[config.mk]
export PLATFORM = sky130hd
export DESIGN_NAME = dpwp_backproject
export DESIGN_NICKNAME = d
export VERILOG_FILES = /design/src/hw/rtl/dpwp_pkg.sv /design/src/hw/rtl/dpwp_backproject.sv
export SDC_FILE = /design/constraint.sdc
export NUM_CORES = 2
export LEC_CHECK = 0
export BUFFER_PORTS_ARGS = -buffer_cell sky130_fd_sc_hd__buf_2
export CAP_MARGIN = 40
export CORE_ASPECT_RATIO = 0.8
export CORE_MARGIN = 2
export CORE_UTILIZATION = 64
export CTS_CLUSTER_DIAMETER = 30
export DETAILED_ROUTE_END_ITERATION = 16
export GPL_TIMING_DRIVEN = 1
export PLACE_DENSITY = 0.84
export SLEW_MARGIN = 25
export SYNTH_ARGS = -nofsm -noshare
export SYNTH_HDL_FRONTEND = slang
export SYNTH_SLANG_ARGS = --single-unit
[constraint.sdc]
create_clock -name clk_i -period 16.2 [get_ports clk_i]
set_input_delay 0 -clock clk_i [delete_from_list [all_inputs] [get_ports clk_i]]
set_output_delay 0 -clock clk_i [all_outputs]
set_load 0.02 [all_outputs]
[src/hw/rtl/dpwp_pkg.sv]
// Shared types and constants for the depth pixel to world point pipeline.
`timescale 1ns / 1ps
package dpwp_pkg;

  localparam int unsigned PixW   = 10;
  localparam int unsigned DepthW = 16;
  localparam int unsigned ColorW = 8;
  localparam int unsigned OutW   = 24;
  localparam int unsigned CfgW   = 63;
  localparam int unsigned CoefW  = 16;
  localparam int unsigned TransW = 21;
  localparam int unsigned ZW     = 20;
  localparam int unsigned CamW   = 34;
  localparam int unsigned ProdW  = 50;
  localparam int unsigned AccW   = 52;
  localparam int unsigned SumW   = 39;
  localparam int unsigned MmToTenths = 10;
  localparam int unsigned Q14Half    = 8192;
  localparam int unsigned Stages     = 7;

  typedef enum logic [2:0] {
    RegInvFocalX   = 3'd0,
    RegInvFocalY   = 3'd1,
    RegOptCentre   = 3'd2,
    RegDepthWindow = 3'd3,
    RegRotRow0     = 3'd4,
    RegRotRow1     = 3'd5,
    RegRotRow2     = 3'd6,
    RegTranslation = 3'd7
  } cfg_reg_e;

  localparam logic [31:0] InvFocalXRst = 32'h006C_84D5;
  localparam logic [31:0] InvFocalYRst = 32'h006D_43B8;
  localparam logic [31:0] OptCentreRst = 32'h0E27_145C;
  localparam logic [31:0] DepthWinRst  = 32'h0640_0000;
  localparam logic [47:0] RotRow0Rst   = 48'h0000_0000_4000;
  localparam logic [47:0] RotRow1Rst   = 48'h0000_4000_0000;
  localparam logic [47:0] RotRow2Rst   = 48'h4000_0000_0000;
  localparam logic [62:0] TransRst     = '0;

  typedef logic signed [CamW-1:0] cam_t;

  // stage enables of the back-projection half
  typedef struct packed {
    logic s0;
    logic s1;
    logic s2;
    logic s3;
  } bp_en_t;

  // stage enables of the rotate/translate half
  typedef struct packed {
    logic s4;
    logic s5;
    logic s6;
  } xf_en_t;

endpackage

[src/hw/rtl/dpwp_backproject.sv]
// One axis of the pinhole back-projection, four register stages.
`timescale 1ns / 1ps
module dpwp_backproject import dpwp_pkg::*; (
  input  logic              clk_i,
  input  bp_en_t            en_i,
  input  logic [PixW-1:0]   pix_i,
  input  logic [15:0]       ctr_i,
  input  logic [DepthW-1:0] depth_i,
  input  logic [31:0]       inv_i,
  output cam_t              cam_o
);

  logic signed [17:0] diff;
  logic signed [17:0] ndiff;
  logic               neg;
  logic [15:0]        mag;
  logic [31:0]        md_q;
  logic [35:0]        p_q;
  logic [51:0]        a_q;
  logic [51:0]        b_q;
  logic [2:0]         neg_q;
  logic [52:0]        t;
  logic [52:0]        rnd;
  logic [32:0]        r;
  cam_t               cam_q;

  assign diff  = $signed({4'b0, pix_i, 4'b0}) - $signed({2'b0, ctr_i});
  assign ndiff = -diff;
  assign neg   = diff[17];
  assign mag   = neg ? ndiff[15:0] : diff[15:0];

  always_ff @(posedge clk_i) begin
    if (en_i.s0) begin
      md_q     <= 32'(mag) * 32'(depth_i);
      neg_q[0] <= neg;
    end
    if (en_i.s1) begin
      p_q      <= {1'b0, md_q, 3'b0} + {3'b0, md_q, 1'b0};
      neg_q[1] <= neg_q[0];
    end
    if (en_i.s2) begin
      a_q      <= 52'(p_q) * 52'(inv_i[31:16]);
      b_q      <= 52'(p_q) * 52'(inv_i[15:0]);
      neg_q[2] <= neg_q[1];
    end
    if (en_i.s3) begin
      cam_q <= neg_q[2] ? -$signed({1'b0, r}) : $signed({1'b0, r});
    end
  end

  // round to nearest, ties away from zero (applied to the magnitude)
  assign t   = 53'(a_q) + 53'(b_q[51:16]);
  assign rnd = t + 53'(1 << 19);
  assign r   = rnd[52:20];

  assign cam_o = cam_q;

endmodule

==> out/results.ini <==
[place]
dpl.hpwl_um=101000
portBuffers=112
place_congestion=0.921

[drt]
drt-total-wl_um=136000
first_pass_iters=6
num_vias=39900
routed_via_density=5.90
drtIter0Drc=3767
drc=0
wire_per_inst_um=20.2
ant_nets=0

[floorplan]
rows=94
core-area_sq_um=82000
start_util_pct=64.4
die-area_sq_um=84800
pin_count=113
fp.dieH_um=261
fp.dieW_um=325

[worst_setup_path]
cp_top_family=adder cells
path_max_fanout=16
cp_slowest_stage_delay_ps=660
critPathArrivalTime_ps=9770
end_kind=flop
start_kind=input pin
cp_data_required_time_ps=16460
crit_slowest_cell=dlygate4sd3_1
cp_common_cell=fa_1
critPathKind=input pin to flop
worst-path-buf-inv=8

[grt]
grt_max_degree=70
grt_pass1_wl_um=222000
grt_overflow=0
first_global_vias=42800
track_usage_pct=33.4
grt_antenna_before_repair=7

[worst_hold_path]
hold_path_class=input pin to flop

[synthesis]
synth_edf_count=190
synth.top_cells.by_count=1,123 x inv_1, 1,114 x fa_1, 1,017 x nand2_1
synth_nets=7354
yosysSeqAreaShare_pct=10.8
yosysTopAreaCellShare_pct=42.2
netlist_instances=5704
syn_area_sq_um=52800
ys_types=83
avgSynthCellArea_sq_um=9.26
yosysWarnings=0
synth_area_leaders=fa_1 42%, ha_1 11%, edfxtp_1 11%
synthFlopType=edfxtp_1
synth_most_common_cell=inv_1
yosys.area.top_type=fa_1
synth_seq_cells=190
async_flop_share_pct=0

[clock_tree]
worstSkewPairLatency_ps=520
htree_levels=4
cts_hold_buf=4
cts_setup_buffers=0
ctsResizeCount=0
cts_sinks=190
clockRootBuffer=clkbuf_16
path_clk_slew_ps=70
cts_tree=yes
clockBufferDepth=2
cts_made_buffers=17

[sta]
finalSetupTns_ps=0
hold_viol_final=0
period_needed_ps=9520
relSlewSlack_pct=33.4
rsz0062_at_grt=no
slew_violations=0
fmax_mhz=105
tightestPinTransition_ps=1000
setup_viol=0
post-route-period-util_pct=58.7
fin_skew_ps=20.9

[finish]
drive_gt1_share_pct=4.51
area_growth_pct=4.61
finalNetCount=7296

[outcome]
outcome=finished, final reports clean

[flow_run]
cap_violations=0

-- layer usage --
layer | vias up | track usage [%] | wire (um)
met4 | 8 | 12.0 | 4660
met2 | 2389 | 53.5 | 63000
met1 | 19800 | 43.4 | 51200
met3 | 406 | 9.99 | 17500
li1 | 17300 | - | -
met5 | - | 0 | 45
-- cell families (layout without fill, tap and decap cells) --
group,count (synthesis),in the layout,synth area share (%)
flops,190,190,10.8
other cells,0,2,0
compound gates,510,510,6.39
simple gates,1819,1819,16.1
mux,8,8,0.159
fa+ha+maj,1571,1571,53.1
xor+xnor,209,209,3.47
buf+inv,1397,1351,9.96
-- worst register-to-register path, stage by stage, from the launching register on --
cell	delay [ps]
edfxtp_1	350
buf_4	450
nand2_1	180
fa_1	570
inv_1	60
fa_1	550
inv_1	60
fa_1	500
inv_1	60
fa_1	530
inv_1	60
fa_1	510
inv_1	60
fa_1	410
ha_1	360
a21o_1	190
a21oi_1	130
o21ai_0	110
or3_1	310
o31ai_1	400
nor4b_1	90
clkbuf_2	170
nor4_1	500
nor2_1	190
a211oi_1	570
nor3_1	150
a2111oi_0	510
xnor2_1	260
-- cell type report --
cell class | count | area [sq um]
diodes | 2 | 5.00
clock buffers | 17 | 425
clock inverters | 14 | 179
fillers | 5973 | 26700
inverters | 1125 | 4220
multi-input cells | 4117 | 41900
flip-flops and latches | 190 | 5710
well taps | 1104 | 1380
repair buffers | 195 | 1440
-- registers in the layout, summed over array words and instances, names as in the netlist --
register / flops
cam_o: 34
neg_q: 3
a_q: 51
md_q: 32
p_q: 35
b_q: 35
-- stage by stage --
stage / setup slack (ps) / area, sq um / util (%) / instances / hold WS, ps
floorplan: 7720 / 52800 / - / 5704 / 112
global placement: 7070 / 54100 / 66.1 / 6702 / 392
detailed placement: 6820 / 54300 / 66.2 / 6711 / 403
CTS: 6930 / 55000 / 67.0 / 6746 / 22.2
global route: 6070 / 55200 / 67.4 / 6764 / 75.5
finish: 6680 / 55200 / 67.4 / 6764 / 60.5
-- path summary, 6_finish.rpt --
check	from	endpoint	slack (ps)	cells past startpoint
worst min register to register	neg_q[0]$_DFFE_PP_	neg_q[1]$_DFFE_PP_	430	0
worst min-delay path	depth_i[0]	md_q[0]$_DFFE_PP_	60	2
worst max-delay path	ctr_i[4]	md_q[31]$_DFFE_PP_	6680	38
worst max register to register	p_q[14]$_DFFE_PP_	b_q[51]$_DFFE_PP_	7620	27
-- cells in the final DEF, fill, tap and decap left out, drive strengths merged, types with 18 or more instances in the layout --
cell type	synthesis	final
nor2b	18	18
a21o	83	83
o21ai	90	90
nand2	1017	1017
and2	463	463
nor3	39	39
a21oi	152	152
xnor2	138	138
inv	1124	1129
ha	457	457
fa	1114	1114
xor2	71	71
o21bai	23	23
buf	12	186
nand4	24	24
nor2	113	113
nand2b	20	20
clkbuf	260	20
o21a	29	29
nand3	44	44
and3	21	21
edfxtp	190	190
Power is left out: the tool's default activity adds up to more than one toggle a clock period on the data nets, which glitch-free logic cannot reach.
